File: src/sv/fpa_pkg.sv
// Shared types, opcodes and saturation helpers for the fixed-point ALU.
// No dependencies; every other file in sv/ refers to this package.
`default_nettype none
package fpa_pkg;

  localparam int FRAC_BITS_DEF = 8;
  localparam int NQ_DEF        = 32 + FRAC_BITS_DEF;   // quotient bits at the default

  localparam logic [31:0] MAX_POS = 32'h7FFF_FFFF;
  localparam logic [31:0] MIN_NEG = 32'h8000_0000;

  typedef enum logic [3:0] {
    OP_ADD = 4'd0,
    OP_SUB = 4'd1,
    OP_MUL = 4'd2,
    OP_DIV = 4'd3,
    OP_INC = 4'd4,
    OP_DEC = 4'd5,
    OP_MAX = 4'd6,
    OP_MIN = 4'd7,
    OP_I2F = 4'd8,
    OP_F2I = 4'd9
  } op_t;

  typedef struct packed {
    logic [3:0]          opcode;
    logic signed [31:0]  operand_a;
    logic signed [31:0]  operand_b;
  } in_word_t;

  typedef struct packed {
    logic signed [31:0]  result;
    logic                a_greater;
    logic                a_less;
    logic                operands_equal;
    logic                overflow;
    logic                divide_by_zero;
  } out_word_t;

  // sideband that rides along the pipeline with each word
  typedef struct packed {
    logic [3:0]  op;
    logic        neg;     // sign of the mul/div result
    logic [31:0] res;
    logic        ovf;
    logic        dz;
    logic        gt;
    logic        lt;
    logic        eq;
  } side_t;

  typedef struct packed {
    logic        ovf;
    logic [31:0] res;
  } sat_t;

  // saturate a 33-bit signed sum to 32 bits
  function automatic sat_t sat_s33(input logic signed [32:0] v);
    sat_t s;
    s.ovf = v[32] ^ v[31];
    s.res = s.ovf ? (v[32] ? MIN_NEG : MAX_POS) : v[31:0];
    return s;
  endfunction

  // saturate a sign/magnitude value to 32 bits
  function automatic sat_t sat_sm(input logic neg, input logic [63:0] mag);
    sat_t        s;
    logic [63:0] lim;
    logic [63:0] ng;
    lim   = neg ? 64'h0000_0000_8000_0000 : 64'h0000_0000_7FFF_FFFF;
    ng    = 64'd0 - mag;
    s.ovf = mag > lim;
    if (s.ovf) begin
      s.res = neg ? MIN_NEG : MAX_POS;
    end else begin
      s.res = neg ? ng[31:0] : mag[31:0];
    end
    return s;
  endfunction

endpackage
`default_nettype wire

File: src/sv/fpa_back.sv
// Back end: division rounding and saturation, then the output register.
// Depends on fpa_pkg.
`default_nettype none
module fpa_back #(
  parameter int NQ = fpa_pkg::NQ_DEF
) (
  input  wire logic            clk,
  input  wire logic            rst_n,
  input  wire logic            en,
  input  wire logic            v_in,
  input  wire fpa_pkg::side_t  side_in,
  input  wire logic [31:0]     rem_in,
  input  wire logic [NQ-1:0]   nq_in,
  input  wire logic [31:0]     d_in,
  output logic                 v_out,
  output fpa_pkg::out_word_t   word_out
);

  logic [NQ:0]            q_rnd;
  fpa_pkg::sat_t          dsat;
  fpa_pkg::out_word_t     word_nxt;
  logic                   v_r;
  fpa_pkg::out_word_t     word_r;

  always_comb begin
    q_rnd = (NQ+1)'(nq_in) + (NQ+1)'({rem_in, 1'b0} >= {1'b0, d_in});
    dsat  = fpa_pkg::sat_sm(side_in.neg, 64'(q_rnd));
    word_nxt.result         = side_in.res;
    word_nxt.overflow       = side_in.ovf;
    word_nxt.a_greater      = side_in.gt;
    word_nxt.a_less         = side_in.lt;
    word_nxt.operands_equal = side_in.eq;
    word_nxt.divide_by_zero = side_in.dz;
    if (fpa_pkg::op_t'(side_in.op) == fpa_pkg::OP_DIV && !side_in.dz) begin
      word_nxt.result   = dsat.res;
      word_nxt.overflow = dsat.ovf;
    end
  end

  always_ff @(posedge clk) begin
    if (!rst_n) begin
      v_r <= 1'b0;
    end else if (en) begin
      v_r <= v_in;
    end
  end

  always_ff @(posedge clk) begin
    if (en) begin
      word_r <= word_nxt;
    end
  end

  assign v_out    = v_r;
  assign word_out = word_r;

endmodule
`default_nettype wire

File: config.mk
export PLATFORM = sky130hd
export DESIGN_NAME = fpa_back
export DESIGN_NICKNAME = d
export VERILOG_FILES = /design/src/sv/fpa_pkg.sv /design/src/sv/fpa_back.sv
export SDC_FILE = /design/constraint.sdc
export NUM_CORES = 1
export LEC_CHECK = 0
export ABC_AREA = 0
export BUFFER_PORTS_ARGS = -buffer_cell sky130_fd_sc_hd__buf_2
export CORE_ASPECT_RATIO = 0.75
export CORE_MARGIN = 3
export CORE_UTILIZATION = 47
export CTS_CLUSTER_DIAMETER = 100
export CTS_CLUSTER_SIZE = 16
export DETAILED_ROUTE_END_ITERATION = 10
export PLACE_DENSITY = 0.91
export SETUP_SLACK_MARGIN = 0.15
export SLEW_MARGIN = 20
export SYNTH_ARGS = -nofsm -noshare
export SYNTH_HDL_FRONTEND = slang
export SYNTH_SLANG_ARGS = --single-unit
File: constraint.sdc
create_clock -name clk -period 6.7 [get_ports clk]
set_clock_uncertainty 0.2 [all_clocks]
set_input_delay 0.335 -clock clk [delete_from_list [all_inputs] [get_ports clk]]
set_output_delay 0.335 -clock clk [all_outputs]
set_load 0.03 [all_outputs]
==> flow_summary_export.csv <==
group,metric,value,unit
critical_path,path_depth,25,
yosys,synth_cell_types,67,
placed_design,place_area,6420,µm²
sta,hold_violations,0,
floorplanning,num_rows,33,
sta,maxSlewHeadroom,41.7,%
global_route,grt_max_degree,55,
route,avgRoutedWirePerCell,17.3,µm
critical_path,r2r-start,"v_out",
route,via_per_inst,6.12,
route,ant_nets,0,
critical_path,r2r_setup_slack,5.88,ns
floorplanning,core,11000,µm²
pwr,seq_power_share,34.4,%
final_layout,nets,1065,
critical_path,crit_path_start_kind,"primary input",
critical_path,slowest_stage,"or4_1",
final_layout,final_cell_mix,"buf_2 (187), ha_1 (65), nand2_1 (52)",
pwr,power_density,126,nW/µm²
yosys,synth.net_count,887,
pwr,p_leak,3.01,nW
final_layout,final_util,60.2,%
final_layout,seq_area,1130,µm²
final_layout,antenna_cells,0,
yosys,syn-instance-count,671,
sta,clock.fmax,162,MHz
clocking,clkSlewWorstSetupHoldPaths,0.06,ns
global_route,antenna_found_initial,0,
placed_design,portBuffers,187,
clocking,cts_made_buffers,5,
clocking,insertion_delay,0.28,ns
yosys,synth_edf_count,37,
sta,fin_crit,6.16,ns
clocking,cts_buffer_depth,2,
sta,worst_pin_slew,0.875,ns
floorplanning,dieWidth,129,µm
route,drt_iter0_drc,633,
pwr,p_sw,294,µW
sta,hold_ws,0.0349,ns
final_layout,syn_to_final_growth,24.2,%
clocking,cts_max_level,2,
critical_path,cp.arrival,6.02,ns
final_layout,fillers,998,
outcome,status,"finished, final reports clean",
route,first_pass_iters,6,
critical_path,cp.buffers_inverters,3,
yosys,async_flop_share,0,%
floorplanning,fp.dieH,98.3,µm
critical_path,worstReg2RegEnd,"v_out",
hold_path,hp-start,"side_in[2]",
sta,slew_viol_final,0,
sta,finalSetupViolCount,0,
yosys,syn_area,5340,µm²
critical_path,reg2regPathDepth,2,
critical_path,crit_family,"simple AND/OR/NAND/NOR gates",
yosys,synthFlopType,"edfxtp_1",
yosys,synth-warning-count,0,
pwr,pwr-share-comb,38.2,%
global_route,grt_overflow,0,
critical_path,slowest_delay,0.70,ns
yosys,synth.yosys.seq_area_share,21.2,%
yosys,ys_ff_latch,38,
floorplanning,pin_count,188,
sta,rsz0062_at_grt,"no",
critical_path,critPathRequiredTime,6.56,ns
route,vias,6061,
sta,tns,0,ns
pwr,vdd_drop_max,0.0000806,V
clocking,cts_sinks,38,
route,wl,17100,µm
route,drc_errors,0,
floorplanning,dieArea,12700,µm²
pwr,switching_share,35.1,%
clocking,ctsRootBufferMaster,"clkbuf_16",
placed_design,dp.cells,981,
hold_path,min_path_type,"in -> reg",
critical_path,critPathKind,"in -> reg",
final_layout,multiInputGateArea,3930,µm²
global_route,gr-usage-all-layers,25.5,%
final_layout,layout_commonest_cell,"buf_2",
pwr,finalPower,836,µW
final_layout,postLayoutCellArea,6640,µm²
clocking,cts_tree,"yes",
placed_design,hpwl,13700,µm
global_route,first_global_vias,5433,
placed_design,preCtsSetupSlack,0.112,ns
placed_design,gp_congestion,0.978,
final_layout,drive_gt1_share,28.4,%
global_route,grt_pass1_wl,26800,µm
sta,post-route-period-util,92.0,%
critical_path,endpoint_kind,"flip-flop",
hold_path,hold_end,"word_out[4]",
run,max_cap_viol_count,0,
yosys,avgSynthCellArea,7.96,µm²
critical_path,crit_fanout,24,
pwr,p_int,543,µW
sta,setup_slack,0.536,ns
hold_path,whs_path_depth,1,
floorplanning,start_util,48.5,%
pwr,clkPwrFrac,27.4,%
final_layout,fin_cells,990,
cell families (layout without fill, tap and decap cells):
group,after synthesis,count (layout),synth area share (%)
AND/OR/NAND/NOR,269,269,28.0
AO/OA/AOI/OAI,174,174,21.7
buffers and inverters,83,262,6.65
adder cells (fa/ha/maj),66,66,15.5
flip-flops,38,38,21.2
XOR/XNOR,31,31,5.08
multiplexers,10,10,1.90
area by class of cell:
class                           count  area share (%)
Clock buffer                        6            1.94
Multi-Input combinational cell    550            59.2
Sequential cell                    38            17.0
Clock inverter                      2           0.151
Inverter                           51            2.89
Tap cell                          140            2.64
Timing Repair Buffer              203            16.1
registers in the layout, indices dropped and copies added (netlist names):
| signal | count |
|---|---|
| v_out | 1 |
| word_out | 37 |
synth_stat cells (4+ instances only):
master	n	area, µm²
a211oi_1	18	135
a22o_1	4	35.0
nand2_1	52	195
edfxtp_1	37	1110
ha_1	66	826
buf_2	11	55.1
o21a_1	6	45.0
nand3_1	30	150
a211o_1	4	35.0
o21ai_0	34	170
xnor2_1	18	158
and3_1	13	81.3
clkbuf_1	15	56.3
a31oi_1	6	37.5
nand3_2	4	40.0
o31ai_1	9	67.6
or3_1	7	43.8
xor2_1	13	114
a21o_1	9	67.6
inv_1	50	188
o211ai_1	8	60.1
nor4_1	11	68.8
nand4_1	33	206
mux2i_1	9	90.1
nor2_1	46	173
buf_4	4	30.0
nor3_1	23	115
or4_1	9	67.6
nand2b_1	6	37.5
a21oi_1	49	245
and4_1	8	70.1
nor2b_1	8	50.1
routing by layer:
layer	wire [µm]	share of wire, %	vias up	GRT usage [%]
met5	0	0	-	0
li1	-	-	2915	-
met2	7120	42	362	36.3
met4	234	1.4	0	5.33
met1	7810	46	2763	39.8
met3	1980	12	21	4.92
power groups by stage:
stage          registers, mW  clock network (mW)  logic [mW]
2_1_floorplan          0.334                   0       0.144
3_5_place_dp           0.293                   0       0.307
5_1_grt                0.290               0.238       0.349
3_3_place_gp           0.292                   0       0.298
4_1_cts                0.288               0.230       0.308
6_report               0.288               0.229       0.319
worst max-delay path by stage:
| stage | startpoint | to | slack, ns |
|---|---|---|---|
| floorplan | d_in[1] | word_out[34] | 0.43 |
| global placement | d_in[11] | word_out[36] | 0.36 |
| detailed placement | d_in[23] | word_out[23] | 0.11 |
| CTS | d_in[23] | word_out[23] | 0.39 |
| global route | d_in[23] | word_out[12] | 0.21 |
| finish | d_in[23] | word_out[29] | 0.54 |
timing repair:
| item | in CTS | in global routing |
|---|---|---|
| buffers inserted | 0 | 1 |
| endpoints found under the setup margin | 0 | 32 |
| hold buffers | 0 | 0 |
| resized for setup | 0 | 10 |
No activity file was read; power rests on OpenSTA's default activity.
