File: src/sv/fpa_pkg.sv
// Shared types, opcodes and saturation helpers for the fixed-point ALU.
// No dependencies; every other file in sv/ refers to this package.
`default_nettype none
package fpa_pkg;

  localparam int FRAC_BITS_DEF = 8;
  localparam int NQ_DEF        = 32 + FRAC_BITS_DEF;   // quotient bits at the default

  localparam logic [31:0] MAX_POS = 32'h7FFF_FFFF;
  localparam logic [31:0] MIN_NEG = 32'h8000_0000;

  typedef enum logic [3:0] {
    OP_ADD = 4'd0,
    OP_SUB = 4'd1,
    OP_MUL = 4'd2,
    OP_DIV = 4'd3,
    OP_INC = 4'd4,
    OP_DEC = 4'd5,
    OP_MAX = 4'd6,
    OP_MIN = 4'd7,
    OP_I2F = 4'd8,
    OP_F2I = 4'd9
  } op_t;

  typedef struct packed {
    logic [3:0]          opcode;
    logic signed [31:0]  operand_a;
    logic signed [31:0]  operand_b;
  } in_word_t;

  typedef struct packed {
    logic signed [31:0]  result;
    logic                a_greater;
    logic                a_less;
    logic                operands_equal;
    logic                overflow;
    logic                divide_by_zero;
  } out_word_t;

  // sideband that rides along the pipeline with each word
  typedef struct packed {
    logic [3:0]  op;
    logic        neg;     // sign of the mul/div result
    logic [31:0] res;
    logic        ovf;
    logic        dz;
    logic        gt;
    logic        lt;
    logic        eq;
  } side_t;

  typedef struct packed {
    logic        ovf;
    logic [31:0] res;
  } sat_t;

  // saturate a 33-bit signed sum to 32 bits
  function automatic sat_t sat_s33(input logic signed [32:0] v);
    sat_t s;
    s.ovf = v[32] ^ v[31];
    s.res = s.ovf ? (v[32] ? MIN_NEG : MAX_POS) : v[31:0];
    return s;
  endfunction

  // saturate a sign/magnitude value to 32 bits
  function automatic sat_t sat_sm(input logic neg, input logic [63:0] mag);
    sat_t        s;
    logic [63:0] lim;
    logic [63:0] ng;
    lim   = neg ? 64'h0000_0000_8000_0000 : 64'h0000_0000_7FFF_FFFF;
    ng    = 64'd0 - mag;
    s.ovf = mag > lim;
    if (s.ovf) begin
      s.res = neg ? MIN_NEG : MAX_POS;
    end else begin
      s.res = neg ? ng[31:0] : mag[31:0];
    end
    return s;
  endfunction

endpackage
`default_nettype wire

File: src/sv/fpa_front.sv
// Front end: decode and simple ops, 32x32 multiply, multiply rounding.
// Three register stages; depends on fpa_pkg.
`default_nettype none
module fpa_front #(
  parameter int FRAC_BITS = fpa_pkg::FRAC_BITS_DEF,
  parameter int NQ        = 32 + FRAC_BITS
) (
  input  wire logic               clk,
  input  wire logic               rst_n,
  input  wire logic               en,
  input  wire logic               v_in,
  input  wire fpa_pkg::in_word_t  word_in,
  output logic                    v_out,
  output fpa_pkg::side_t          side_out,
  output logic [NQ-1:0]           nq_out,
  output logic [31:0]             d_out
);

  // stage 1: decode
  logic signed [31:0] a, b;
  logic [31:0]        a_mag, b_mag;
  logic [NQ-1:0]      a_shl;
  fpa_pkg::side_t     s1_nxt;
  fpa_pkg::sat_t      sat;

  logic               v1_r, v2_r, v3_r;
  fpa_pkg::side_t     s1_r, s2_r, s3_r;
  logic [31:0]        am1_r, bm1_r, am2_r, bm2_r, am3_r, bm3_r;
  logic [63:0]        prod_r;

  always_comb begin
    a      = word_in.operand_a;
    b      = word_in.operand_b;
    a_mag  = a[31] ? (32'd0 - a) : a;
    b_mag  = b[31] ? (32'd0 - b) : b;
    a_shl  = NQ'(a_mag) << FRAC_BITS;
    sat    = '0;
    s1_nxt = '0;
    s1_nxt.op  = word_in.opcode;
    s1_nxt.neg = a[31] ^ b[31];
    s1_nxt.gt  = a > b;
    s1_nxt.lt  = a < b;
    s1_nxt.eq  = a == b;
    case (fpa_pkg::op_t'(word_in.opcode))
      fpa_pkg::OP_ADD: sat = fpa_pkg::sat_s33(33'(a) + 33'(b));
      fpa_pkg::OP_SUB: sat = fpa_pkg::sat_s33(33'(a) - 33'(b));
      fpa_pkg::OP_INC: sat = fpa_pkg::sat_s33(33'(a) + 33'sd1);
      fpa_pkg::OP_DEC: sat = fpa_pkg::sat_s33(33'(a) - 33'sd1);
      fpa_pkg::OP_MAX: sat.res = (a > b) ? a : b;
      fpa_pkg::OP_MIN: sat.res = (a < b) ? a : b;
      fpa_pkg::OP_I2F: sat = fpa_pkg::sat_sm(a[31], 64'(a_shl));
      fpa_pkg::OP_F2I: sat.res = a >>> FRAC_BITS;
      fpa_pkg::OP_DIV: begin
        if (b == 32'sd0) begin
          s1_nxt.dz = 1'b1;
          sat.res   = a[31] ? fpa_pkg::MIN_NEG : ((a == 32'sd0) ? 32'd0 : fpa_pkg::MAX_POS);
        end
      end
      default: sat = '0;
    endcase
    s1_nxt.res = sat.res;
    s1_nxt.ovf = sat.ovf;
  end

  // stage 3: multiply rounding, ties away from zero on the magnitude
  logic [63:0]    q_mul;
  logic           rnd;
  fpa_pkg::side_t s3_nxt;
  fpa_pkg::sat_t  msat;

  always_comb begin
    rnd    = (FRAC_BITS > 0) ? prod_r[(FRAC_BITS > 0) ? FRAC_BITS - 1 : 0] : 1'b0;
    q_mul  = (prod_r >> FRAC_BITS) + 64'(rnd);
    msat   = fpa_pkg::sat_sm(s2_r.neg, q_mul);
    s3_nxt = s2_r;
    if (fpa_pkg::op_t'(s2_r.op) == fpa_pkg::OP_MUL) begin
      s3_nxt.res = msat.res;
      s3_nxt.ovf = msat.ovf;
    end
  end

  always_ff @(posedge clk) begin
    if (!rst_n) begin
      v1_r <= 1'b0;
      v2_r <= 1'b0;
      v3_r <= 1'b0;
    end else if (en) begin
      v1_r <= v_in;
      v2_r <= v1_r;
      v3_r <= v2_r;
    end
  end

  always_ff @(posedge clk) begin
    if (en) begin
      s1_r   <= s1_nxt;
      am1_r  <= a_mag;
      bm1_r  <= b_mag;
      s2_r   <= s1_r;
      am2_r  <= am1_r;
      bm2_r  <= bm1_r;
      prod_r <= 64'(am1_r) * 64'(bm1_r);
      s3_r   <= s3_nxt;
      am3_r  <= am2_r;
      bm3_r  <= bm2_r;
    end
  end

  assign v_out    = v3_r;
  assign side_out = s3_r;
  assign nq_out   = NQ'(am3_r) << FRAC_BITS;
  assign d_out    = bm3_r;

endmodule
`default_nettype wire

File: config.mk
export PLATFORM = sky130hd
export DESIGN_NAME = fpa_front
export DESIGN_NICKNAME = d
export VERILOG_FILES = /design/src/sv/fpa_pkg.sv /design/src/sv/fpa_front.sv
export SDC_FILE = /design/constraint.sdc
export NUM_CORES = 2
export LEC_CHECK = 0
export ABC_AREA = 1
export BUFFER_PORTS_ARGS = -buffer_cell sky130_fd_sc_hd__buf_2
export CAP_MARGIN = 20
export CORE_ASPECT_RATIO = 0.9
export CORE_MARGIN = 3
export CORE_UTILIZATION = 61
export CTS_BUF_LIST = sky130_fd_sc_hd__clkbuf_8
export CTS_CLUSTER_SIZE = 28
export DETAILED_ROUTE_END_ITERATION = 12
export GPL_TIMING_DRIVEN = 0
export PLACE_DENSITY = 0.84
export RECOVER_POWER = 100
export SYNTH_ARGS = -nofsm -noshare
export SYNTH_HDL_FRONTEND = slang
export SYNTH_SLANG_ARGS = --single-unit
File: constraint.sdc
create_clock -name clk -period 18.4 [get_ports clk]
set_input_delay 3.68 -clock clk [delete_from_list [all_inputs] [get_ports clk]]
set_output_delay 3.68 -clock clk [all_outputs]
set_load 0.05 [all_outputs]
==> impl_metrics.py <==
metrics = {
    "status": {
        "status": "finished with violations",
        "violations": "max-capacitance violations, max-slew violations",
    },
    "global_routing": {
        "grt_pass1_wl_um": 376800,
        "grt_start_max_net_pins": 133,
        "globalRouteOverflowTotal": 0,
        "antenna_found_initial": 11,
        "first_global_vias": 57501,
        "grt_usage_pct": 49.67,
    },
    "logic_synthesis": {
        "synth.most_common_cell": "nand2_1",
        "synth.cell_area_sq_mm": 0.06258,
        "yosysTopAreaCell": "fa_1",
        "ys_seq_area_share_pct": 18.09,
        "ys_ff_latch": 378,
        "async_flop_share_pct": 0,
        "ys_types": 68,
        "syn_avg_cell_area_sq_um": 7.510,
        "synth_edf_count": 375,
        "synth_top_flop_cell": "edfxtp_1",
        "ys_warn_count": 0,
        "synth.area.top_cells": "fa_1 (29%), edfxtp_1 (18%), nand2_1 (14%), inv_1 (12%), ha_1 (7.3%)",
        "syn_inst": 8333,
        "yosysTopAreaCellShare_pct": 28.70,
        "netlist_top_cells_count": "nand2_1 (2357), inv_1 (1967), fa_1 (897), nor2_1 (582), edfxtp_1 (375)",
    },
    "die": {
        "io_pins": 187,
        "die_y_um": 309.9,
        "die_w_um": 343.6,
        "placementRows": 110,
        "start_util_pct": 62.03,
        "design.core.area_sq_mm": 0.1009,
        "dieArea_sq_mm": 0.1065,
    },
    "timing": {
        "tightest_slew_ns": 6.791,
        "hold_violations": 0,
        "fin_tns_setup_ns": 0,
        "max_freq_mhz": 94.19,
        "setup_viol": 0,
        "fin_skew_ns": 0.04113,
        "drv_slew": 150,
        "max_slew_margin_pct": -352.7,
        "fin_ws_ns": 7.784,
        "fin_crit_sh_pct": 57.70,
        "layout_min_cycle_time_ns": 10.62,
        "rsz0062_at_grt": "false",
    },
    "critical_path": {
        "start_kind": "primary input",
        "r2r_setup_slack_ns": 9.06,
        "critical_path.max_fanout": 132,
        "path_class": "primary input to flop",
        "reg2reg_depth": 25,
        "crit_required_ns": 18.74,
        "arrival_ns": 10.96,
        "critPathCaptureType": "flop",
        "timing.rr.end": "prod_r[63]",
        "r2r-start": "bm1_r[11]",
    },
    "routing": {
        "drtIter0Drc": 9072,
        "antenna_left": 0,
        "viasPerCell": 6.017,
        "vias": 60318,
        "route.top_layer_used": "met5",
        "drt-total-wl_um": 266800,
        "drc": 0,
        "wl_met1_um": 96070,
        "firstDrtPassIters": 12,
        "wl_per_cell_um": 26.62,
        "wl_met3_um": 52460,
        "wl_met2_um": 100400,
    },
    "finish": {
        "fill_cells": 8900,
        "final_nets": 9948,
        "drive_gt1_share_pct": 4.086,
        "final_util_pct": 66.12,
        "syn_to_final_growth_pct": 6.588,
    },
    "placed_design": {
        "place.gp.congestion": 1.171,
        "pre_cts_ws_ns": 9.550,
        "port-buffer-count": 178,
        "dp_hpwl_um": 217800,
    },
    "clocking": {
        "clock_latency_ns": 0.75,
        "root_buffer": "clkbuf_8",
        "htree_levels": 3,
        "clk_pin_slew_ns": 0.07,
        "clk_path_buf_depth": 3,
        "cts_resized": 0,
        "cts_hold_buf": 0,
        "cts_setup_buffers": 0,
        "cts_tree": "done",
        "cts_made_buffers": 66,
        "clock_sinks": 378,
    },
    "min_path": {
        "hold_class": "flop to flop",
        "whs_path_depth": 0,
        "min-delay-start": "s1_r[23]",
        "min_to": "s2_r[23]",
    },
    "run": {
        "maxCapViolCount": 2,
    },
}
-- critical path, cell delays in order --
cell      delay, ns
clkbuf_1       1.28
clkbuf_1       4.78
buf_16         0.29
buf_16         0.42
-- cells in the final DEF, fill, tap and decap left out, drive strengths merged, types with 14 or more instances in the layout --
cell type / n
nand2: 2379
inv: 1996
fa: 897
nor2: 620
clkbuf: 437
edfxtp: 375
ha: 364
nand3: 356
a21oi: 267
o21ai: 226
xor2: 177
buf: 176
nand4: 74
nor3: 65
xnor2: 32
clkinv: 26
a31oi: 24
o211ai: 24
o21bai: 23
o21a: 22
diode: 18
nor4: 18
a21o: 14
-- cell families after synthesis --
group / share of synthesized area, %
AO/OA/AOI/OAI: 5.584
XOR/XNOR: 2.925
adder cells (fa/ha/maj): 35.97
buffers and inverters: 14.35
flip-flops: 18.09
multiplexers: 0.01799
other: 0.005993
AND/OR/NAND/NOR: 23.05
-- area by class of cell --
cell class / count / area [sq um] / share of cell area [%]
flip-flops and latches: 378 / 11320 / 16.97
diodes: 18 / 45.04 / 0.06753
plain buffers: 333 / 1484 / 2.225
multi-input cells: 5643 / 42200 / 63.27
well taps: 1344 / 1682 / 2.521
clock inverters: 43 / 357.8 / 0.5365
repair buffers: 207 / 1150 / 1.724
clock buffers: 73 / 1005 / 1.506
inverters: 1986 / 7455 / 11.18
-- worst max-delay path by stage --
stage,slack [ns],start,to
global placement,7.84,en,v_out
floorplan,11.64,am1_r[31],prod_r[63]
finish,7.78,en,d_out[22]
detailed placement,9.55,am1_r[9],prod_r[63]
CTS,9.49,am1_r[9],prod_r[63]
global route,7.41,en,am1_r[26]
-- metrics by stage --
| stage | hold slack (ns) | cell area [sq um] | std cells |
|---|---|---|---|
| after global routing | 0.3973 | 66670 | 10013 |
| after CTS | 0.3894 | 66690 | 9986 |
| final | 0.3979 | 66700 | 10025 |
| after detailed placement | 0.4045 | 65320 | 9870 |
| after floorplan | 0.4003 | 62600 | 8340 |
| after global placement | 0.4011 | 65180 | 9862 |
-- routing by layer --
layer  vias to the layer above  global-route usage [%]
li1                      25503                       -
met1                     28578                   63.25
met2                      5142                   64.81
met3                      1049                   31.58
met4                        46                   23.15
met5                         -                   7.713
-- sequential cells by signal (all words and copies together) (netlist names), 32 cells and up --
| name | cells |
|---|---|
| prod_r | 57 |
| s1_r | 42 |
| s2_r | 42 |
| side_out | 42 |
| am1_r | 32 |
| am2_r | 32 |
| am3_r | 32 |
| bm1_r | 32 |
| bm2_r | 32 |
| d_out | 32 |
Power is left out: the tool's default activity adds up to more than one toggle a clock period on the data nets, which glitch-free logic cannot reach.
