### src/sv/fpa_pkg.sv
// Shared types, opcodes and saturation helpers for the fixed-point ALU.
// No dependencies; every other file in sv/ refers to this package.
`default_nettype none
package fpa_pkg;

  localparam int FRAC_BITS_DEF = 8;
  localparam int NQ_DEF        = 32 + FRAC_BITS_DEF;   // quotient bits at the default

  localparam logic [31:0] MAX_POS = 32'h7FFF_FFFF;
  localparam logic [31:0] MIN_NEG = 32'h8000_0000;

  typedef enum logic [3:0] {
    OP_ADD = 4'd0,
    OP_SUB = 4'd1,
    OP_MUL = 4'd2,
    OP_DIV = 4'd3,
    OP_INC = 4'd4,
    OP_DEC = 4'd5,
    OP_MAX = 4'd6,
    OP_MIN = 4'd7,
    OP_I2F = 4'd8,
    OP_F2I = 4'd9
  } op_t;

  typedef struct packed {
    logic [3:0]          opcode;
    logic signed [31:0]  operand_a;
    logic signed [31:0]  operand_b;
  } in_word_t;

  typedef struct packed {
    logic signed [31:0]  result;
    logic                a_greater;
    logic                a_less;
    logic                operands_equal;
    logic                overflow;
    logic                divide_by_zero;
  } out_word_t;

  // sideband that rides along the pipeline with each word
  typedef struct packed {
    logic [3:0]  op;
    logic        neg;     // sign of the mul/div result
    logic [31:0] res;
    logic        ovf;
    logic        dz;
    logic        gt;
    logic        lt;
    logic        eq;
  } side_t;

  typedef struct packed {
    logic        ovf;
    logic [31:0] res;
  } sat_t;

  // saturate a 33-bit signed sum to 32 bits
  function automatic sat_t sat_s33(input logic signed [32:0] v);
    sat_t s;
    s.ovf = v[32] ^ v[31];
    s.res = s.ovf ? (v[32] ? MIN_NEG : MAX_POS) : v[31:0];
    return s;
  endfunction

  // saturate a sign/magnitude value to 32 bits
  function automatic sat_t sat_sm(input logic neg, input logic [63:0] mag);
    sat_t        s;
    logic [63:0] lim;
    logic [63:0] ng;
    lim   = neg ? 64'h0000_0000_8000_0000 : 64'h0000_0000_7FFF_FFFF;
    ng    = 64'd0 - mag;
    s.ovf = mag > lim;
    if (s.ovf) begin
      s.res = neg ? MIN_NEG : MAX_POS;
    end else begin
      s.res = neg ? ng[31:0] : mag[31:0];
    end
    return s;
  endfunction

endpackage
`default_nettype wire

### src/sv/fpa_div_stage.sv
// One restoring-division stage: develops one quotient bit per word.
// Depends on fpa_pkg for the sideband type.
`default_nettype none
module fpa_div_stage #(
  parameter int NQ = fpa_pkg::NQ_DEF
) (
  input  wire logic            clk,
  input  wire logic            rst_n,
  input  wire logic            en,
  input  wire logic            v_in,
  input  wire fpa_pkg::side_t  side_in,
  input  wire logic [31:0]     rem_in,
  input  wire logic [NQ-1:0]   nq_in,
  input  wire logic [31:0]     d_in,
  output logic                 v_out,
  output fpa_pkg::side_t       side_out,
  output logic [31:0]          rem_out,
  output logic [NQ-1:0]        nq_out,
  output logic [31:0]          d_out
);

  logic [32:0]    t, diff;
  logic           ge;
  logic           v_r;
  fpa_pkg::side_t side_r;
  logic [31:0]    rem_r, d_r;
  logic [NQ-1:0]  nq_r;

  // dividend bits shift out the top of nq, quotient bits enter at the bottom
  always_comb begin
    t    = {rem_in, nq_in[NQ-1]};
    diff = t - {1'b0, d_in};
    ge   = t >= {1'b0, d_in};
  end

  always_ff @(posedge clk) begin
    if (!rst_n) begin
      v_r <= 1'b0;
    end else if (en) begin
      v_r <= v_in;
    end
  end

  always_ff @(posedge clk) begin
    if (en) begin
      side_r <= side_in;
      rem_r  <= ge ? diff[31:0] : t[31:0];
      nq_r   <= {nq_in[NQ-2:0], ge};
      d_r    <= d_in;
    end
  end

  assign v_out    = v_r;
  assign side_out = side_r;
  assign rem_out  = rem_r;
  assign nq_out   = nq_r;
  assign d_out    = d_r;

endmodule
`default_nettype wire

### config.mk
export PLATFORM = sky130hd
export DESIGN_NAME = fpa_div_stage
export DESIGN_NICKNAME = d
export VERILOG_FILES = /design/src/sv/fpa_pkg.sv /design/src/sv/fpa_div_stage.sv
export SDC_FILE = /design/constraint.sdc
export NUM_CORES = 1
export LEC_CHECK = 0
export ABC_CLOCK_PERIOD_IN_PS = 3750
export BUFFER_PORTS_ARGS = -buffer_cell sky130_fd_sc_hd__buf_2
export CAP_MARGIN = 25
export CORE_UTILIZATION = 30
export CTS_CLUSTER_SIZE = 16
export DETAILED_ROUTE_END_ITERATION = 6
export PLACE_DENSITY = 0.57
export SYNTH_ARGS = -nofsm -noshare
export SYNTH_HDL_FRONTEND = slang
export SYNTH_SLANG_ARGS = --single-unit
export TNS_END_PERCENT = 5
### constraint.sdc
create_clock -name clk -period 3.75 [get_ports clk]
set_input_delay 0.5625 -clock clk [delete_from_list [all_inputs] [get_ports clk]]
set_output_delay 0.5625 -clock clk [all_outputs]
set_load 0.02 [all_outputs]
==> summary.md, run 1 <==
| Metric | Value |
|---|---|
| Root Buffer | `sky130_fd_sc_hd__clkbuf_16` |
| Overall die width | `151 um` |
| Post-DRT Antenna Nets | `0` |
| Met1 Track Usage GR | `0.184` |
| Result of the run | `finished, final reports clean` |
| IO buf count | `296` |
| Initial standard-cell utilization of the core | `0.305` |
| Flip-flop and latch area | `4400 um^2` |
| Initial antenna violation count | `1` |
| Crit start category | `input pin` |
| Post-synthesis sequential element count | `147` |
| Critical Path End Type | `flip-flop` |
| Max Buffers Root-to-Sink | `2` |
| Combinational fraction of design power | `0.200` |
| Critical path peak fanout | `3` |
| Depth of the CTS H-tree | `4` |
| Clock Power Share | `0.360` |
| Post-synthesis cell type with the largest combined area | `sky130_fd_sc_hd__edfxtp_1` |
| Count of final max-slew check failures | `0` |
| Fmax | `306 MHz` |
| Number of filler instances in the final layout | `2110` |
| Number of nets produced by synthesis | `677` |
| Worst-case headroom to the max-slew limit | `0.613` |
| Detailed-placement wirelength estimate | `14.0 mm` |
| Critical path class | `input pin to flip-flop` |
| Post-synth EDFFs | `146` |
| Hold violation count in the final report | `0` |
| Average cell area after synthesis | `13.4 um^2` |
| Sinks on the clock net | `147` |
| Sum of negative setup slack | `0 ps` |
| Most used DFF post-synth | `sky130_fd_sc_hd__edfxtp_1` |
| Synthesized cell area | `6630 um^2` |
| Maximum VDD drop | `0.268 mV` |
| Global-route usage over all layers | `0.156` |
| Layer with the highest usage after global routing | `met2` |
| Clock-pin transition on the worst setup and hold timing paths | `70 ps` |
| Area Growth Syn to Fin | `37.6%` |
| Die outline area | `22700 um^2` |
| Post-route cell area | `9120 um^2` |
| Nets | `993` |
| Share of the synthesized area in the top cell type | `0.661` |
| Number of warnings issued by yosys | `0` |
| Synth area leaders | `sky130_fd_sc_hd__edfxtp_1 (66%), sky130_fd_sc_hd__ha_1 (6.0%), sky130_fd_sc_hd__a21oi_1 (4.2%)` |
| Final Total Pwr | `4.61 mW` |
| Total internal power | `3.23 mW` |
| Grt ovf | `0` |
| Met2 layer usage reported by global route | `0.266` |
| Least-Margin Pin Slew | `581 ps` |
| Unrepaired setup endpoints after global routing | `no` |
| Placed instance count | `1071` |
| Number of standard cells in the final layout excluding fillers | `1105` |
| Final wirelength | `18.1 mm` |
| Core region area | `21800 um^2` |
| Initial DRC count | `169` |
| Placement row count | `54` |
| Reg power frac | `0.440` |
| Global-route wire length before repair | `26.4 mm` |
| Post-DR wirelength/cell | `16.4 um` |
| Power dissipated by switching net loads | `1.39 mW` |
| Post-detailed-placement cell area | `8550 um^2` |
| CTS tree | `done` |
| Share of final-layout standard cells stronger than drive strength 1 | `0.433` |
| Most used standard cell by instance count after synthesis | `sky130_fd_sc_hd__edfxtp_1` |
| Worst min-delay path category | `input pin to flip-flop` |
| Via count of the first global-routing pass | `4800` |
| CTS-repair resized insts | `0` |
| Avg Vias per Cell | `4.52` |
| Most numerous cell types in the synthesized netlist | `sky130_fd_sc_hd__edfxtp_1 (146), sky130_fd_sc_hd__a21oi_1 (56), sky130_fd_sc_hd__inv_1 (38)` |
| Pin count of the biggest net entering global routing | `104` |
| Minimum period implied by the final worst setup slack | `3270 ps` |
| Leak | `4.02 nW` |
| Number of clock buffers inserted by TritonCTS | `17` |
| Power per standard cell area | `506 nW/um^2` |
| Y dimension of the die | `151 um` |
| Multi-input logic area | `1990 um^2` |
| Worst Skew | `0 ps` |
| Unique masters post-synth | `49` |
| Cts-stage hold buffer count | `0` |
| Post-CTS Setup Inserts | `0` |
| Reported max-cap violation count | `0` |
| Sw frac | `0.301` |
| Fin crit share | `0.873` |
| GRT met3 Usage | `0.0515` |
| Worst Hold Slack | `309 ps` |
| Via count | `5000` |
| Final Setup Violations | `0` |
| Number of search-and-repair iterations in the first detailed-routing pass | `4` |
| Weighted congestion reported at the end of routability-driven placement | `0.779` |
| DRC violation count after routing | `0` |
| Clock latency on the worst-skew pair | `420 ps` |
| CP arrival | `3440 ps` |
| CP Data Required Time | `3920 ps` |
| Share of async-settable or async-resettable flops after synthesis | `0` |
| Sequential cell area fraction in the yosys report | `0.664` |
| Cell count after synthesis | `494` |
| Top-level port count | `297` |
stage by stage:
stage | utilization | setup slack [ps]
floorplan | - | 416
global placement | 0.393 | 105
detailed placement | 0.393 | 14.6
CTS | 0.419 | 459
global route | 0.419 | 282
finish | 0.419 | 478
cell families after synthesis:
logic type / after synthesis / synth area share
flops: 147 / 0.664
compound gates: 119 / 0.110
simple gates: 100 / 0.0711
buf+inv: 56 / 0.0351
fa+ha+maj: 33 / 0.0634
xor+xnor: 27 / 0.0357
mux: 12 / 0.0200
critical path, stage by stage:
cell and delay, ps:
sky130_fd_sc_hd__buf_2 90, sky130_fd_sc_hd__inv_1 40, sky130_fd_sc_hd__ha_1 220, sky130_fd_sc_hd__fa_1 390
sky130_fd_sc_hd__nand2b_1 190, sky130_fd_sc_hd__a21oi_1 200, sky130_fd_sc_hd__o21ai_0 170, sky130_fd_sc_hd__o311a_1 360
sky130_fd_sc_hd__a31oi_1 290, sky130_fd_sc_hd__a21oi_1 190, sky130_fd_sc_hd__o41ai_1 330, sky130_fd_sc_hd__xor2_1 110
sky130_fd_sc_hd__mux2_1 300
path summary, 6_finish.rpt:
path	slack [ps]	start	cells past startpoint	end
worst max-delay path	480	nq_in[39]	13	rem_out[30]$_DFFE_PP_
worst min-delay path	310	side_in[40]	1	side_out[40]$_DFFE_PP_
worst max register to register	3150	v_out$_SDFFE_PN0P_	2	v_out$_SDFFE_PN0P_
worst min register to register	520	v_out$_SDFFE_PN0P_	2	v_out$_SDFFE_PN0P_
metal layers:
layer | routed length (um) | part of all wire | vias to the layer above
met3 | 1520 | 0.084 | 16
met4 | 235 | 0.013 | 0
met2 | 8790 | 0.48 | 182
met1 | 7580 | 0.42 | 2316
li1 | - | - | 2486
met5 | 0 | 0 | -
sequential cells by signal, indices dropped and copies added (netlist names):
name and count:
d_out 32, nq_out 40, rem_out 32, side_out 42, v_out 1
layout make-up:
cell class | count | area share
Sequential cell | 147 | 0.483
Multi-Input combinational cell | 291 | 0.219
Timing Repair Buffer | 315 | 0.181
Clock buffer | 17 | 0.0466
Tap cell | 280 | 0.0384
Clock inverter | 15 | 0.0159
Inverter | 38 | 0.0156
Antenna cell | 2 | 0.000549
layout by cell type, fill, tap and decap left out, types with 2 or more instances in the layout:
cell type                      n
sky130_fd_sc_hd__o211ai_1      4
sky130_fd_sc_hd__mux2_2        6
sky130_fd_sc_hd__nor3_1        2
sky130_fd_sc_hd__nand3_1       8
sky130_fd_sc_hd__a2bb2oi_1     2
sky130_fd_sc_hd__buf_4        17
sky130_fd_sc_hd__inv_1        38
sky130_fd_sc_hd__or4_1         2
sky130_fd_sc_hd__nor4_1        4
sky130_fd_sc_hd__nand2b_1      3
sky130_fd_sc_hd__ha_1         32
sky130_fd_sc_hd__clkinv_8      2
sky130_fd_sc_hd__o21bai_1      3
sky130_fd_sc_hd__and4_1        2
sky130_fd_sc_hd__a21oi_1      56
sky130_fd_sc_hd__clkbuf_16    17
sky130_fd_sc_hd__mux2_1        4
sky130_fd_sc_hd__a211oi_1      3
sky130_fd_sc_hd__a21o_1       12
sky130_fd_sc_hd__o22ai_1       2
sky130_fd_sc_hd__xnor2_1      15
sky130_fd_sc_hd__diode_2       2
sky130_fd_sc_hd__mux2i_1       2
sky130_fd_sc_hd__o21a_1        6
sky130_fd_sc_hd__nor2b_1       4
sky130_fd_sc_hd__xor2_1       12
sky130_fd_sc_hd__clkinvlp_4    3
sky130_fd_sc_hd__inv_6         4
sky130_fd_sc_hd__buf_2       295
sky130_fd_sc_hd__buf_12        2
sky130_fd_sc_hd__clkinv_4      2
sky130_fd_sc_hd__and2_1        2
sky130_fd_sc_hd__a31oi_1       5
sky130_fd_sc_hd__nand4_1       8
sky130_fd_sc_hd__nand2_1      26
sky130_fd_sc_hd__inv_8         3
sky130_fd_sc_hd__nor2_1       35
sky130_fd_sc_hd__edfxtp_1    146
sky130_fd_sc_hd__o21ai_0      16
power groups by stage:
stage	clock network [mW]	logic, mW	registers (mW)
6_report	1.66	0.924	2.03
5_1_grt	1.77	1.01	2.05
4_1_cts	1.71	0.938	2.03
3_5_place_dp	0	0.933	2.07
3_3_place_gp	0	0.929	2.06
2_1_floorplan	0	0.333	2.28
Power figures use the tool's default switching activity.
==> run 2, diff against run 1 <==
--- a/config.mk
+++ b/config.mk
@@ -9,8 +9,10 @@
 export BUFFER_PORTS_ARGS = -buffer_cell sky130_fd_sc_hd__buf_2
 export CAP_MARGIN = 25
+export CELL_PAD_IN_SITES_DETAIL_PLACEMENT = 1
+export CELL_PAD_IN_SITES_GLOBAL_PLACEMENT = 2
 export CORE_UTILIZATION = 30
 export CTS_CLUSTER_SIZE = 16
 export DETAILED_ROUTE_END_ITERATION = 6
-export PLACE_DENSITY = 0.57
+export PLACE_DENSITY = 0.83
 export SYNTH_ARGS = -nofsm -noshare
 export SYNTH_HDL_FRONTEND = slang
==> constraint.sdc (replaced) <==
create_clock -name clk -period 3.75 [get_ports clk]
set_input_delay 0.1875 -clock clk [delete_from_list [all_inputs] [get_ports clk]]
set_output_delay 0.1875 -clock clk [all_outputs]
set_load 0.02 [all_outputs]
==> summary.md, run 2 (synthesis results as in run 1) <==
| Metric | Value |
|---|---|
| Post-DR wirelength/cell | `19.3 um (was 16.4 um)` |
| Share of final-layout standard cells stronger than drive strength 1 | `0.370 (was 0.433)` |
| Number of search-and-repair iterations in the first detailed-routing pass | `4 (unchanged)` |
| Critical path class | `input pin to flip-flop (unchanged)` |
| Post-detailed-placement cell area | `8440 um^2 (was 8550 um^2)` |
| Power dissipated by switching net loads | `1.44 mW (was 1.39 mW)` |
| Weighted congestion reported at the end of routability-driven placement | `0.792 (was 0.779)` |
| Most frequent cells in the layout | `sky130_fd_sc_hd__buf_2 (295), sky130_fd_sc_hd__edfxtp_1 (146), sky130_fd_sc_hd__dlygate4sd3_1 (113) (was sky130_fd_sc_hd__buf_2 (295), sky130_fd_sc_hd__edfxtp_1 (146), sky130_fd_sc_hd__a21oi_1 (56))` |
| Minimum period implied by the final worst setup slack | `3460 ps (was 3270 ps)` |
| Initial antenna violation count | `1 (unchanged)` |
| Die outline area | `22700 um^2 (unchanged)` |
| CTS tree | `done (unchanged)` |
| Final Setup Violations | `0 (unchanged)` |
| CTS-repair resized insts | `0 (unchanged)` |
| Fin crit share | `0.922 (was 0.873)` |
| Depth of the CTS H-tree | `4 (unchanged)` |
| Largest register FFs | `42 (unchanged)` |
| Most frequent cell on the critical path | `sky130_fd_sc_hd__a21oi_1 (unchanged)` |
| Cell type of the slowest stage on the worst timing path | `sky130_fd_sc_hd__dlygate4sd3_1 (was sky130_fd_sc_hd__fa_1)` |
| Clock latency on the worst-skew pair | `420 ps (about the same)` |
| Power per standard cell area | `472 nW/um^2 (was 506 nW/um^2)` |
| DRC violation count after routing | `0 (unchanged)` |
| Most frequent standard cell in the layout excluding fill and tap cells | `sky130_fd_sc_hd__buf_2 (unchanged)` |
| Critical Path End Type | `flip-flop (unchanged)` |
| Worst Skew | `0 ps (unchanged)` |
| Clock-pin transition on the worst setup and hold timing paths | `70 ps (about the same)` |
| Via count of the first global-routing pass | `5961 (was 4800)` |
| Sinks on the clock net | `147 (unchanged)` |
| Maximum VDD drop | `0.272 mV (was 0.268 mV)` |
| Leak | `4.41 nW (was 4.02 nW)` |
| Worst path buffer plus inverter count | `2 (unchanged)` |
| Cts-stage hold buffer count | `113 (was 0)` |
| Sum of negative setup slack | `0 ps (unchanged)` |
| Global-route usage over all layers | `0.202 (was 0.156)` |
| Fmax | `289 MHz (was 306 MHz)` |
| Crit start category | `input pin (unchanged)` |
| Unrepaired setup endpoints after global routing | `no (unchanged)` |
| Reported max-cap violation count | `0 (unchanged)` |
| Nets | `1090 (was 993)` |
| Least-Margin Pin Slew | `849 ps (was 581 ps)` |
| Initial standard-cell utilization of the core | `0.305 (unchanged)` |
| Core region area | `21800 um^2 (unchanged)` |
| Critical path's largest stage delay | `530 ps (was 390 ps)` |
| Critical path peak fanout | `4 (was 3)` |
| Avg Vias per Cell | `4.64 (was 4.52)` |
| Clock Power Share | `0.358 (was 0.360)` |
| Global-route wire length before repair | `33.8 mm (was 26.4 mm)` |
| Placement row count | `54 (unchanged)` |
| Setup ws final | `292 ps (was 478 ps)` |
| Reg power frac | `0.427 (was 0.440)` |
| CP Data Required Time | `3920 ps (about the same)` |
| Area Growth Syn to Fin | `53.0% (was 37.6%)` |
| Y dimension of the die | `151 um (unchanged)` |
| Top-level port count | `297 (unchanged)` |
| Sw frac | `0.302 (was 0.301)` |
| Initial DRC count | `172 (was 169)` |
| Detailed-placement wirelength estimate | `15.6 mm (was 14.0 mm)` |
| Max Buffers Root-to-Sink | `2 (unchanged)` |
| Root Buffer | `sky130_fd_sc_hd__clkbuf_16 (unchanged)` |
| Result of the run | `finished, final reports clean (unchanged)` |
| CP arrival | `3630 ps (was 3440 ps)` |
| Final wirelength | `23.1 mm (was 18.1 mm)` |
| Post-route cell area | `10100 um^2 (was 9120 um^2)` |
| Combinational fraction of design power | `0.215 (was 0.200)` |
| Overall die width | `151 um (unchanged)` |
| Pin count of the biggest net entering global routing | `88 (was 104)` |
| Worst min-delay path category | `input pin to flip-flop (unchanged)` |
| Register-to-register setup slack | `3050 ps (was 3150 ps)` |
| Top cell family by delay on the critical path | `compound AO/OA/AOI/OAI gates (unchanged)` |
| Count of final max-slew check failures | `0 (unchanged)` |
| Worst-case headroom to the max-slew limit | `0.434 (was 0.613)` |
| Number of filler instances in the final layout | `2367 (was 2110)` |
| Worst-path cell chain | `dlygate4sd3_1 -> buf_2 -> ha_1 -> fa_1 -> nand2b_1 -> a21oi_1 -> o21ai_0 -> o311a_1 -> a31oi_1 -> a21oi_1 -> o41ai_1 -> xor2_1 -> mux2_1 (was buf_2 -> inv_1 -> ha_1 -> fa_1 -> nand2b_1 -> a21oi_1 -> o21ai_0 -> o311a_1 -> a31oi_1 -> a21oi_1 -> o41ai_1 -> xor2_1 -> mux2_1)` |
| Hold violation count in the final report | `0 (unchanged)` |
| Total internal power | `3.34 mW (was 3.23 mW)` |
| Grt ovf | `0 (unchanged)` |
| Number of clock buffers inserted by TritonCTS | `17 (unchanged)` |
| Post-DRT Antenna Nets | `0 (unchanged)` |
| Post-CTS Setup Inserts | `0 (unchanged)` |
| Via count | `5574 (was 5000)` |
| Setup slack after placement | `326 ps (was 14.6 ps)` |
| IO buf count | `296 (unchanged)` |
-- run 2: cell types whose count changed in the layout (fill, tap and decap cells not counted), sizes merged --
cell / previous run / this run
buf: 315 / 299
bufinv: 0 / 1
clkinv: 5 / 0
dlygate4sd3: 0 / 113
inv: 45 / 46
clkinvlp: 3 / 5
-- run 2: worst paths after layout --
kind,startpoint,to,cells past startpoint
max reg2reg,v_out$_SDFFE_PN0P_,v_out$_SDFFE_PN0P_,2
max,d_in[0],rem_out[30]$_DFFE_PP_,13
min,rst_n,v_out$_SDFFE_PN0P_,2
min reg2reg,v_out$_SDFFE_PN0P_,v_out$_SDFFE_PN0P_,2
-- run 2: through the flow --
step	cells	total power, mW	hold slack (ps)	util
3_3_place_gp	1055	2.98	364	0.388
5_1_grt	1199	4.99	26.0	0.466
6_report	1201	4.79	38.8	0.466
4_1_cts	1199	4.82	19.8	0.466
3_5_place_dp	1055	3.00	366	0.388
2_1_floorplan	494	2.62	286	-
-- run 2: final cells by class --
type | count | area (um^2) | area share
antenna | 2 | 5.00 | 0.000493
clock buffer | 17 | 425 | 0.0419
clock inverter | 14 | 143 | 0.0141
inverter | 38 | 143 | 0.0141
multi-input combinational | 291 | 1990 | 0.197
sequential | 147 | 4400 | 0.434
tap | 280 | 350 | 0.0345
timing repair buffer | 412 | 2680 | 0.264
-- run 2: metal layers --
metal  wire, um  track usage
met1       8870        0.218
met2      12300        0.380
met3       1520       0.0564
met4        446       0.0615
met5          0            0
-- run 2: power groups by stage --
stage	combinational, mW	clock [mW]	sequential (mW)
global route	1.12	1.81	2.06
finish	1.03	1.71	2.04
global placement	0.919	0	2.06
CTS	1.03	1.75	2.04
floorplan	0.333	0	2.28
detailed placement	0.932	0	2.07
